**src/hdl/constellation_map_demap_core_defines.svh**
```systemverilog
// ---------------------------------------------------------------------------
// Constellation map/demap assertion macros
// Property wrappers used by the core's top-level file to check its control flow.
// ---------------------------------------------------------------------------
`ifndef CONSTELLATION_MAP_DEMAP_CORE_DEFINES_SVH
`define CONSTELLATION_MAP_DEMAP_CORE_DEFINES_SVH

`ifndef SYNTH

// same-cycle implication
`define CMDM_ASSERT_NOW(label, clk, rst, ante, cons) \
  label: assert property (@(posedge clk) disable iff (rst) (ante) |-> (cons)) \
    else $error("cmdm assertion failed");

// next-cycle implication
`define CMDM_ASSERT_NEXT(label, clk, rst, ante, cons) \
  label: assert property (@(posedge clk) disable iff (rst) (ante) |=> (cons)) \
    else $error("cmdm assertion failed");

`else

`define CMDM_ASSERT_NOW(label, clk, rst, ante, cons)
`define CMDM_ASSERT_NEXT(label, clk, rst, ante, cons)

`endif

`endif

```
**src/hdl/cmdm_pkg.sv**
```systemverilog
// ---------------------------------------------------------------------------
// Constellation map/demap package
// Widths, word types, request codes and controller/datapath interface.
// ---------------------------------------------------------------------------
package cmdm_pkg;

  localparam int MAX_POINTS = 256;
  localparam int IDX_W      = $clog2(MAX_POINTS);
  localparam int CNT_W      = IDX_W + 1;
  localparam int LG_W       = 4;
  localparam int LG_MIN     = 1;
  localparam int LG_MAX     = 8;
  localparam int COMP_W     = 16;
  localparam int DIFF_W     = COMP_W + 1;
  localparam int PROD_W     = 2 * DIFF_W;
  localparam int SQ_W       = 2 * COMP_W;
  localparam int SUM_W      = SQ_W + 1;
  localparam int DIST_W     = 35;
  localparam int ENTRY_W    = 2 * COMP_W;

  localparam logic [1:0] REQ_LOAD  = 2'd0;
  localparam logic [1:0] REQ_MAP   = 2'd1;
  localparam logic [1:0] REQ_DEMAP = 2'd2;

  typedef struct packed {
    logic [1:0]              req_type;
    logic [IDX_W-1:0]        point_index;
    logic signed [COMP_W-1:0] in_real;
    logic signed [COMP_W-1:0] in_imag;
  } req_t;

  typedef struct packed {
    logic signed [COMP_W-1:0] out_real;
    logic signed [COMP_W-1:0] out_imag;
    logic [IDX_W-1:0]        code_word;
    logic [DIST_W-1:0]       min_distance;
    logic                    range_error;
  } rsp_t;

  typedef enum logic [2:0] {
    S_IDLE,
    S_DISPATCH,
    S_MAP_WAIT,
    S_SCAN,
    S_DRAIN,
    S_RESP
  } state_t;

  typedef enum logic [2:0] {
    RSP_HOLD,
    RSP_ZERO,
    RSP_RANGE,
    RSP_MAP,
    RSP_DEMAP
  } rsp_op_t;

  typedef struct packed {
    logic             capture;
    logic             write;
    logic             read_map;
    logic             scan_issue;
    logic [IDX_W-1:0] scan_addr;
    rsp_op_t          rsp_op;
  } cmd_t;

  typedef struct packed {
    logic [1:0]       req_type;
    logic             map_range_err;
    logic             pipe_busy;
    logic [IDX_W-1:0] last_index;
  } status_t;

endpackage

```
**src/hdl/cmdm_ctrl.sv**
```systemverilog
// ---------------------------------------------------------------------------
// Constellation map/demap controller
// Sequences load, map and demap words and steps the table scan.
// ---------------------------------------------------------------------------
module cmdm_ctrl (
  input  logic              clk,
  input  logic              rst,
  input  logic              start,
  input  cmdm_pkg::status_t status,
  output cmdm_pkg::cmd_t    cmd,
  output logic              busy,
  output logic              done
);

  cmdm_pkg::state_t state;
  cmdm_pkg::state_t state_next;
  logic [cmdm_pkg::IDX_W-1:0] scan_cnt;

  always_ff @(posedge clk) begin
    if (rst) begin
      state <= cmdm_pkg::S_IDLE;
    end else begin
      state <= state_next;
    end
  end

  always_ff @(posedge clk) begin
    if (rst) begin
      scan_cnt <= '0;
    end else if (state == cmdm_pkg::S_DISPATCH) begin
      scan_cnt <= '0;
    end else if (state == cmdm_pkg::S_SCAN) begin
      scan_cnt <= scan_cnt + cmdm_pkg::IDX_W'(1);
    end
  end

  always_comb begin
    state_next = state;
    case (state)
      cmdm_pkg::S_IDLE: begin
        if (start) state_next = cmdm_pkg::S_DISPATCH;
      end
      cmdm_pkg::S_DISPATCH: begin
        case (status.req_type)
          cmdm_pkg::REQ_MAP: begin
            state_next = status.map_range_err ? cmdm_pkg::S_RESP : cmdm_pkg::S_MAP_WAIT;
          end
          cmdm_pkg::REQ_DEMAP: state_next = cmdm_pkg::S_SCAN;
          default:             state_next = cmdm_pkg::S_RESP;
        endcase
      end
      cmdm_pkg::S_MAP_WAIT: state_next = cmdm_pkg::S_RESP;
      cmdm_pkg::S_SCAN: begin
        if (scan_cnt == status.last_index) state_next = cmdm_pkg::S_DRAIN;
      end
      cmdm_pkg::S_DRAIN: begin
        if (!status.pipe_busy) state_next = cmdm_pkg::S_RESP;
      end
      cmdm_pkg::S_RESP: state_next = cmdm_pkg::S_IDLE;
      default:          state_next = cmdm_pkg::S_IDLE;
    endcase
  end

  always_comb begin
    cmd            = '0;
    cmd.rsp_op     = cmdm_pkg::RSP_HOLD;
    cmd.scan_addr  = scan_cnt;
    busy           = (state != cmdm_pkg::S_IDLE);
    done           = (state == cmdm_pkg::S_RESP);
    case (state)
      cmdm_pkg::S_IDLE: cmd.capture = start;
      cmdm_pkg::S_DISPATCH: begin
        case (status.req_type)
          cmdm_pkg::REQ_LOAD: begin
            cmd.write  = 1'b1;
            cmd.rsp_op = cmdm_pkg::RSP_ZERO;
          end
          cmdm_pkg::REQ_MAP: begin
            if (status.map_range_err) begin
              cmd.rsp_op = cmdm_pkg::RSP_RANGE;
            end else begin
              cmd.read_map = 1'b1;
            end
          end
          cmdm_pkg::REQ_DEMAP: cmd.rsp_op = cmdm_pkg::RSP_HOLD;
          default:             cmd.rsp_op = cmdm_pkg::RSP_ZERO;
        endcase
      end
      cmdm_pkg::S_MAP_WAIT: cmd.rsp_op = cmdm_pkg::RSP_MAP;
      cmdm_pkg::S_SCAN:     cmd.scan_issue = 1'b1;
      cmdm_pkg::S_DRAIN: begin
        if (!status.pipe_busy) cmd.rsp_op = cmdm_pkg::RSP_DEMAP;
      end
      default: cmd.rsp_op = cmdm_pkg::RSP_HOLD;
    endcase
  end

endmodule

```
**config.mk**
```make
export PLATFORM = sky130hd
export DESIGN_NAME = cmdm_ctrl
export DESIGN_NICKNAME = d
export VERILOG_FILES = /design/src/hdl/constellation_map_demap_core_defines.svh /design/src/hdl/cmdm_pkg.sv /design/src/hdl/cmdm_ctrl.sv
export SDC_FILE = /design/constraint.sdc
export NUM_CORES = 1
export LEC_CHECK = 0
export ABC_CLOCK_PERIOD_IN_PS = 1600
export CAP_MARGIN = 20
export CORE_MARGIN = 8
export CORE_UTILIZATION = 55
export DETAILED_ROUTE_END_ITERATION = 10
export DONT_BUFFER_PORTS = 1
export PLACE_DENSITY = 0.7
export SYNTH_ARGS = -nofsm -noshare
export SYNTH_HDL_FRONTEND = slang
export SYNTH_SLANG_ARGS = --single-unit
```
**constraint.sdc**
```tcl
create_clock -name clk -period 1.6 [get_ports clk]
set_input_delay 0.08 -clock clk [delete_from_list [all_inputs] [get_ports clk]]
set_output_delay 0.08 -clock clk [all_outputs]
set_load 0.1 [all_outputs]
```
==> impl_metrics.py, run 1 <==
metrics = {
    "synthesis": {
        "async_reset_ff_share_pct": 0,
        "synth_cells": 92,
        "syn_avg_cell_area_um2": 8.24,
        "synth_edf_count": 0,
        "ys_seq_elements": 11,
        "yosysUniqueCellTypes": 31,
        "synthFlopType": "dfxtp_1",
        "netlist_area_um2": 758,
        "syn_nets": 111,
        "yosys_warnings": 0,
        "synth_seq_area_share_pct": 29.0,
    },
    "global_route": {
        "antenna_found_initial": 0,
        "overflow": 0,
        "grt_pass1_vias": 720,
        "grt_use_total_pct": 15.0,
        "grt_pass1_wl_um": 3190,
        "grt_max_degree": 15,
    },
    "clocking": {
        "tritoncts": "yes",
        "cts_made_buffers": 3,
        "cts_setup_buffers": 0,
        "cts.reportedPaths.clkPinSlew_ns": 0.08,
        "clk_latency_ns": 0.27,
        "cts_max_level": 1,
        "clockRootBuffer": "clkbuf_4",
        "clock_path_buffers": 2,
        "clkSinkCount": 11,
    },
    "place": {
        "hpwl_um": 1640,
        "post-place-ws_ns": 0.255,
        "gp_congestion": 0.908,
        "place_inst": 122,
        "dpl_cell_area_um2": 1050,
        "port_buffers": 0,
    },
    "setup_path": {
        "path_buf_inv": 2,
        "required_ns": 1.52,
        "critPathMaxFanout": 8,
        "worstPathArrival_ns": 1.42,
        "end_kind": "output pin",
        "critPathTopFamily": "flip-flops",
        "cp_cell_sequence": "buf_4 > nor2_1 > nand3_1 > a21oi_4 > buf_12",
        "crit_slowest_cell": "dfxtp_2",
        "criticalPathCategory": "reg -> out",
        "cp-start-kind": "flop",
        "worst_path_largest_cell_delay_ns": 0.36,
    },
    "timing": {
        "skew_ns": 0.00581,
        "relSlewSlack_pct": 80.2,
        "rsz0062_at_grt": "false",
        "hold_viol": 0,
        "post-route-period-util_pct": 93.5,
        "finalCriticalPeriod_ns": 1.50,
        "worstMarginPinSlew_ns": 0.297,
        "report.final.setup_viol": 0,
        "final_max_slew_viol_count": 0,
        "fin_ws_ns": 0.103,
        "fmax_mhz": 668,
        "fin_setup_tns_ns": 0,
    },
    "finish": {
        "nNetsFinal": 132,
        "final_util_pct": 83.8,
        "stdcell_area_um2": 1090,
        "drive_above_1_share_pct": 38.4,
        "areaGrowthSynthToFinish_pct": 43.7,
        "final_cells": 127,
        "diodes": 0,
    },
    "power": {
        "swShare_pct": 41.4,
        "combPwrFrac_pct": 44.8,
        "p_leak_uw": 0.000437,
        "pwr-share-seq_pct": 33.1,
        "power_switching_uw": 369,
        "p_int_uw": 521,
        "powerDensity_nw_per_um2": 817,
        "max-vdd-ir-drop_mv": 0.501,
        "p_clk_share_pct": 22.1,
    },
    "detailed_routing": {
        "num_vias": 711,
        "drt-initial-drc-count": 19,
        "wirelength_um": 2010,
        "drc": 0,
        "ant_nets": 0,
        "avgRoutedWirePerCell_um": 15.8,
        "vias_per_cell": 5.60,
        "dr.pass1.iters": 4,
    },
    "floorplanning": {
        "start_util_pct": 58.3,
        "row_count": 13,
        "io_pins": 32,
        "dieWidth_um": 53.1,
        "coreArea_um2": 1300,
        "die-area_um2": 2820,
        "die_h_um": 53.1,
    },
    "outcome": {
        "status": "complete, no violations",
    },
    "min_path": {
        "hold_class": "in -> reg",
    },
    "flow_run": {
        "maxCapViolCount": 0,
    },
}
-- cell usage in the layout, fill, tap and decap left out, types with 2 or more instances in the layout --
cell type	count
a21oi_1	3
and2_1	2
and3_1	3
buf_12	8
buf_4	12
clkbuf_4	3
dfxtp_2	10
ha_1	4
inv_1	4
nand2_1	6
nand4_1	6
nor2_1	11
o21ai_0	2
xnor2_1	9
xor2_1	6
-- per-layer routing --
metal,global-route usage [%],wire (um),part of all wire [%],up-vias
li1,-,-,-,360
met1,16.7,837,42,320
met2,23.6,968,48,29
met3,8.40,186,9.3,2
met4,5.04,13,0.65,0
met5,0,0,0,-
-- kinds of logic after synthesis --
family	count (synthesis)	share of synthesized area [%]
AOI/OAI and AO/OA	13	12.4
and+or+nand+nor	39	27.1
buffers and inverters	9	6.27
xor gates and xnor gates	15	17.3
DFF	11	29.0
muxes	1	1.32
adders and majority gates	4	6.60
-- synth_stat cells, drive strengths merged, types with 2 or more instances --
cell type  count  area, um^2
nand4          6        37.5
and3           4        26.3
xor2           6        52.6
buf            5        32.5
nor3           2        10.0
ha             4        50.1
nor2          12        45.0
and2           2        12.5
o21ai          3        18.8
inv            4        15.0
nand2b         2        15.0
a21oi          4        20.0
dfxtp         11         220
xnor2          9        78.8
nand2          6        22.5
-- repair_timing --
action	CTS	global route
setup endpoints to repair	0	4
gates resized for setup	0	3
hold buffers	1	0
hold endpoints to repair	2	0
-- state kept, by name (all words and copies together) (netlist names) --
name	count
state	3
scan_cnt	8
-- path summary, 6_finish.rpt --
check / depth (start not counted) / slack, ns / from / endpoint
max reg2reg: 4 / 0.37 / state[1] / scan_cnt[5]
max: 5 / 0.10 / state[1] / cmd[1]
min: 2 / 0.02 / rst / state[2]
min reg2reg: 1 / 0.51 / state[0] / state[0]
-- power by group through the flow --
stage	Sequential [uW]	Clock, uW	Combinational, uW
finish	295	197	399
floorplan	296	0	282
CTS	293	198	401
global route	295	217	419
detailed placement	299	0	397
global placement	298	0	394
-- layout make-up --
type                    count  area, um^2
multi-input cells          72         537
flip-flops and latches     11         233
well taps                  15        18.8
clock buffers               4        26.3
fillers                    80         211
repair buffers             21         260
inverters                   4        15.0
-- through the flow --
stage / hold slack [ns] / total power [uW]
2_1_floorplan: 0.149 / 578
3_3_place_gp: 0.151 / 692
3_5_place_dp: 0.154 / 696
4_1_cts: 0.0223 / 891
5_1_grt: 0.0143 / 931
6_report: 0.0241 / 890
No activity file was read; power rests on OpenSTA's default activity.
==> run 2, diff against run 1 <==
--- a/config.mk
+++ b/config.mk
@@ -7,11 +7,14 @@
 export LEC_CHECK = 0
 export ABC_CLOCK_PERIOD_IN_PS = 1600
 export CAP_MARGIN = 20
+export CELL_PAD_IN_SITES_DETAIL_PLACEMENT = 0
+export CELL_PAD_IN_SITES_GLOBAL_PLACEMENT = 1
 export CORE_MARGIN = 8
-export CORE_UTILIZATION = 55
+export CORE_UTILIZATION = 42
 export DETAILED_ROUTE_END_ITERATION = 10
 export DONT_BUFFER_PORTS = 1
-export PLACE_DENSITY = 0.7
+export PLACE_DENSITY_LB_ADDON = 0.1
+export SLEW_MARGIN = 20
 export SYNTH_ARGS = -nofsm -noshare
 export SYNTH_HDL_FRONTEND = slang
 export SYNTH_SLANG_ARGS = --single-unit
==> run 2 against run 1 <==
Net effect:
- combinational power about the same
- clock power fell by 2%
- final area is 1.1% higher
- final cell count rose by 7.9%
- worst setup slack worse by 0.0097 ns
- clock-buffer cell count unchanged
- critical path depth decreased by 3
- wire length fell by 2.4%
- non-clock buffer count unchanged
- largest power group unchanged
- highest routed layer unchanged
==> impl_metrics.py, run 2 (synthesis results as in run 1) <==
metrics = {
    "timing": {
        "post-route-period-util_pct": 94.1,
        "finalCriticalPeriod_ns": 1.51,
        "skew_ns": 0.000627,
        "hold_viol": 0,
        "report.final.setup_viol": 0,
        "worstMarginPinSlew_ns": 0.358,
        "rsz0062_at_grt": "false",
        "hold_ws_ns": 0.0165,
        "relSlewSlack_pct": 76.2,
        "final_max_slew_viol_count": 0,
        "fmax_mhz": 664,
    },
    "setup_path": {
        "cp-start-kind": "flop",
        "critPathMaxFanout": 9,
        "cp_cell_sequence": "and3b_1 > buf_4",
        "r2r-start": "state[0]",
        "criticalPathCategory": "reg -> out",
        "required_ns": 1.52,
        "worstPathArrival_ns": 1.43,
        "worst_path_largest_cell_delay_ns": 0.40,
        "path_buf_inv": 1,
        "crit_slowest_cell": "and3b_1",
        "end_kind": "output pin",
        "critPathTopFamily": "simple AND/OR/NAND/NOR gates",
        "critPathLaunch": "state[0]",
    },
    "min_path": {
        "hold_class": "in -> reg",
        "holdCritStartpoint": "rst",
    },
    "clocking": {
        "cts_made_buffers": 3,
        "tritoncts": "yes",
        "cts_max_level": 1,
        "cts.reportedPaths.clkPinSlew_ns": 0.07,
        "clk_latency_ns": 0.27,
        "clockRootBuffer": "clkbuf_4",
        "cts_setup_buffers": 0,
        "clock_path_buffers": 2,
        "clkSinkCount": 11,
    },
    "floorplanning": {
        "start_util_pct": 44.4,
        "die_h_um": 58.5,
        "row_count": 15,
        "die-area_um2": 3420,
        "io_pins": 32,
        "coreArea_um2": 1710,
        "dieWidth_um": 58.5,
    },
    "detailed_routing": {
        "vias_per_cell": 5.27,
        "wirelength_um": 1960,
        "avgRoutedWirePerCell_um": 14.3,
        "drc": 0,
        "dr.pass1.iters": 6,
        "drt-initial-drc-count": 6,
        "ant_nets": 0,
        "num_vias": 722,
    },
    "power": {
        "powerDensity_nw_per_um2": 805,
        "p_leak_uw": 0.000437,
        "max-vdd-ir-drop_mv": 0.460,
    },
    "place": {
        "place_inst": 132,
        "hpwl_um": 1610,
        "port_buffers": 0,
        "gp_congestion": 0.843,
        "dpl_cell_area_um2": 1060,
    },
    "finish": {
        "multi_input_area_um2": 538,
        "final_cells": 137,
        "diodes": 0,
        "top_register": "scan_cnt",
        "reg_top3": "scan_cnt x8, state x3",
        "final_common_cell": "buf_4",
        "seqCellArea_um2": 231,
        "nNetsFinal": 132,
        "most-common-layout-cells": "12 x buf_4, 10 x nor2_1, 9 x xnor2_1, 9 x dfxtp_2, 8 x buf_12",
        "drive_above_1_share_pct": 37.5,
        "fillCellCount": 158,
        "largest_reg_flops": 8,
        "stdcell_area_um2": 1100,
        "areaGrowthSynthToFinish_pct": 45.4,
    },
    "global_route": {
        "grt_max_degree": 15,
        "grt_use_total_pct": 12.9,
        "overflow": 0,
        "antenna_found_initial": 0,
        "grt_pass1_wl_um": 3430,
        "grt_pass1_vias": 740,
    },
    "flow_run": {
        "maxCapViolCount": 0,
    },
    "outcome": {
        "status": "complete, no violations",
    },
}
run 2: final timing paths:
path            endpoint  slack, ns  cells after the start
max              cmd[11]       0.09                      2
min             state[2]       0.02                      2
max reg2reg  scan_cnt[7]       0.34                      4
min reg2reg     state[0]       0.52                      1
run 2: what timing repair did:
action	CTS	global route
hold endpoints to repair	2	0
resized for setup	0	2
hold buffers	1	0
endpoints found under the setup margin	0	4
run 2: area by class of cell:
type,count,share of cell area (%)
clock buffers,4,2.38
flip-flops and latches,11,21.0
repair buffers,21,23.6
multi-input cells,72,48.8
inverters,4,1.36
well taps,25,2.84
run 2: where the power goes:
part | leakage [uW] | internal, uW | total [uW] | switching (uW)
Sequential | 0.0000935 | 283 | 294 | 10.6
Clock | 0.0000150 | 96.7 | 193 | 96.0
Combinational | 0.000329 | 142 | 401 | 260
run 2: routing by layer:
| metal | global-route usage [%] | vias to the layer above | part of all wire [%] |
|---|---|---|---|
| met5 | 0 | - | 0 |
| met4 | 5.24 | 0 | 0.41 |
| met3 | 6.96 | 2 | 9.5 |
| met2 | 20.3 | 27 | 50 |
| met1 | 14.1 | 337 | 40 |
| li1 | - | 356 | - |
run 2: metrics by stage:
step	power [uW]	util (%)	TNS [ns]	setup WS [ns]
CTS	895	64.3	0	0.00667
global route	933	64.5	0	0.00273
global placement	695	62.2	0	0.339
floorplan	578	-	-0.186	-0.186
finish	888	64.5	0	0.0938
detailed placement	699	62.2	0	0.263
==> run 3, diff against run 2 <==
--- a/config.mk
+++ b/config.mk
@@ -9,11 +9,12 @@
 export CAP_MARGIN = 20
 export CELL_PAD_IN_SITES_DETAIL_PLACEMENT = 0
 export CELL_PAD_IN_SITES_GLOBAL_PLACEMENT = 1
-export CORE_MARGIN = 8
 export CORE_UTILIZATION = 42
+export CTS_CLUSTER_SIZE = 16
 export DETAILED_ROUTE_END_ITERATION = 10
 export DONT_BUFFER_PORTS = 1
 export PLACE_DENSITY_LB_ADDON = 0.1
+export REMOVE_ABC_BUFFERS = 1
 export SLEW_MARGIN = 20
 export SYNTH_ARGS = -nofsm -noshare
 export SYNTH_HDL_FRONTEND = slang
==> run 3 against run 2 <==
Net effect:
- first-iteration DRC count grew to 3.0 times the previous value
- hold slack improved by 0.0037 ns
- maximum frequency decreased by 1.9%
- global-route usage up 5.5 points
- final area down 3.2%
- register-to-register slack got worse by 0.04 ns
- clock skew is 0.00098 ns higher
- clock power down 2%
- critical endpoint is now cmd[2]
==> impl_metrics.py, run 3 (synthesis results as in run 1) <==
metrics = {
    "setup_path": {
        "worst_path_largest_cell_delay_ns": 0.38,
        "end_kind": "output pin",
        "cp_cell_sequence": "buf_4 > nor4b_2 > clkbuf_16",
        "r2r-start": "state[1]",
        "required_ns": 1.52,
        "criticalPathCategory": "reg -> out",
        "r2r_slack_ns": 0.30,
        "critPathMaxFanout": 9,
        "critPathLaunch": "state[1]",
        "worstPathArrival_ns": 1.45,
        "crit_slowest_cell": "dfxtp_1",
        "cp-start-kind": "flop",
    },
    "finish": {
        "largest_reg_flops": 8,
        "drive_above_1_share_pct": 29.7,
        "areaGrowthSynthToFinish_pct": 40.8,
        "fillCellCount": 132,
        "seqCellArea_um2": 224,
        "reg_top3": "scan_cnt x8, state x3",
        "final_util_pct": 67.0,
        "nNetsFinal": 131,
        "top_register": "scan_cnt",
        "stdcell_area_um2": 1070,
        "final_cells": 135,
        "multi_input_area_um2": 509,
        "most-common-layout-cells": "11 x nor2_1, 11 x buf_4, 10 x dfxtp_1",
        "diodes": 0,
    },
    "timing": {
        "rsz0062_at_grt": "true",
        "relSlewSlack_pct": 79.7,
        "report.final.setup_viol": 0,
        "hold_viol": 0,
        "fin_setup_tns_ns": 0,
        "skew_ns": 0.00161,
        "worstMarginPinSlew_ns": 0.303,
        "post-route-period-util_pct": 95.9,
        "fmax_mhz": 652,
        "finalCriticalPeriod_ns": 1.53,
        "final_max_slew_viol_count": 0,
    },
    "clocking": {
        "clkSinkCount": 11,
        "clockRootBuffer": "clkbuf_4",
        "cts_made_buffers": 3,
        "cts_setup_buffers": 0,
        "cts_max_level": 1,
        "clock_path_buffers": 2,
        "tritoncts": "yes",
        "cts.reportedPaths.clkPinSlew_ns": 0.07,
        "clk_latency_ns": 0.27,
    },
    "power": {
        "p_leak_uw": 0.000429,
        "max-vdd-ir-drop_mv": 0.544,
        "powerDensity_nw_per_um2": 808,
        "power.total_uw": 862,
    },
    "detailed_routing": {
        "wirelength_um": 1680,
        "drt-initial-drc-count": 18,
        "avgRoutedWirePerCell_um": 12.5,
        "drc": 0,
        "vias_per_cell": 5.15,
        "dr.pass1.iters": 4,
        "num_vias": 695,
        "ant_nets": 0,
    },
    "place": {
        "port_buffers": 0,
        "gp_congestion": 0.789,
        "dpl_cell_area_um2": 1030,
        "hpwl_um": 1360,
        "place_inst": 130,
    },
    "flow_run": {
        "maxCapViolCount": 0,
    },
    "floorplanning": {
        "die-area_um2": 1980,
        "start_util_pct": 47.6,
        "coreArea_um2": 1590,
        "dieWidth_um": 44.5,
        "row_count": 14,
        "io_pins": 32,
        "die_h_um": 44.5,
    },
    "global_route": {
        "grt_pass1_wl_um": 2630,
        "antenna_found_initial": 0,
        "grt_max_degree": 15,
        "grt_use_total_pct": 18.4,
        "grt_pass1_vias": 613,
        "overflow": 0,
    },
    "outcome": {
        "status": "complete, no violations",
    },
    "min_path": {
        "holdCritStartpoint": "rst",
        "hold_class": "in -> reg",
    },
}
==> run 3: cell types whose count changed in the layout (fill, tap and decap cells not counted), moves of 2 or more <==
cell	change
dfxtp_1	+8
buf_12	-2
clkbuf_16	+2
dfxtp_2	-9
==> run 3: layout make-up <==
cell class              instances  share of cell area [%]
repair buffers                 20                    24.6
flip-flops and latches         11                    21.0
inverters                       4                    1.41
multi-input cells              72                    47.7
clock buffers                   4                    2.46
well taps                      24                    2.81
==> run 3: power breakdown <==
| part | internal, uW | leakage, uW | switching, uW |
|---|---|---|---|
| registers | 284 | 0.0000896 | 12.5 |
| clock network | 96.5 | 0.0000150 | 92.9 |
| logic | 133 | 0.000324 | 243 |
==> run 3: per-layer routing <==
layer	track usage [%]	vias to the layer above	wire length, um
li1	-	356	-
met1	25.7	310	844
met2	26.5	27	698
met3	6.53	2	132
met4	5.45	0	8
met5	0	-	0
==> run 3: final timing paths <==
| kind | cells past startpoint | end |
|---|---|---|
| setup / recovery | 3 | cmd[2] |
| hold / removal | 2 | state[2] |
| setup reg to reg | 4 | scan_cnt[5] |
| hold reg to reg | 1 | state[0] |
==> run 3: repair_timing <==
item / CTS / global route
setup endpoints to repair: 2 / 3
cloned: 0 / 0
endpoints found under the hold margin: 2 / 0
hold buffers: 1 / 0
resized for setup: 2 / 1
==> run 3: worst max-delay path: cells and delay by family, from the launching register on <==
family        cells  cell delay [ns]
buf+inv           2             0.45
flops             1             0.38
simple gates      1             0.35
==> run 3: per-stage QoR <==
step | hold slack [ns] | worst slack (ns)
final | 0.0202 | 0.0652
after global routing | 0.0128 | -0.0154
after CTS | 0.0106 | 0.0511
after detailed placement | 0.151 | 0.196
after global placement | 0.151 | 0.266
after floorplan | 0.149 | -2.15
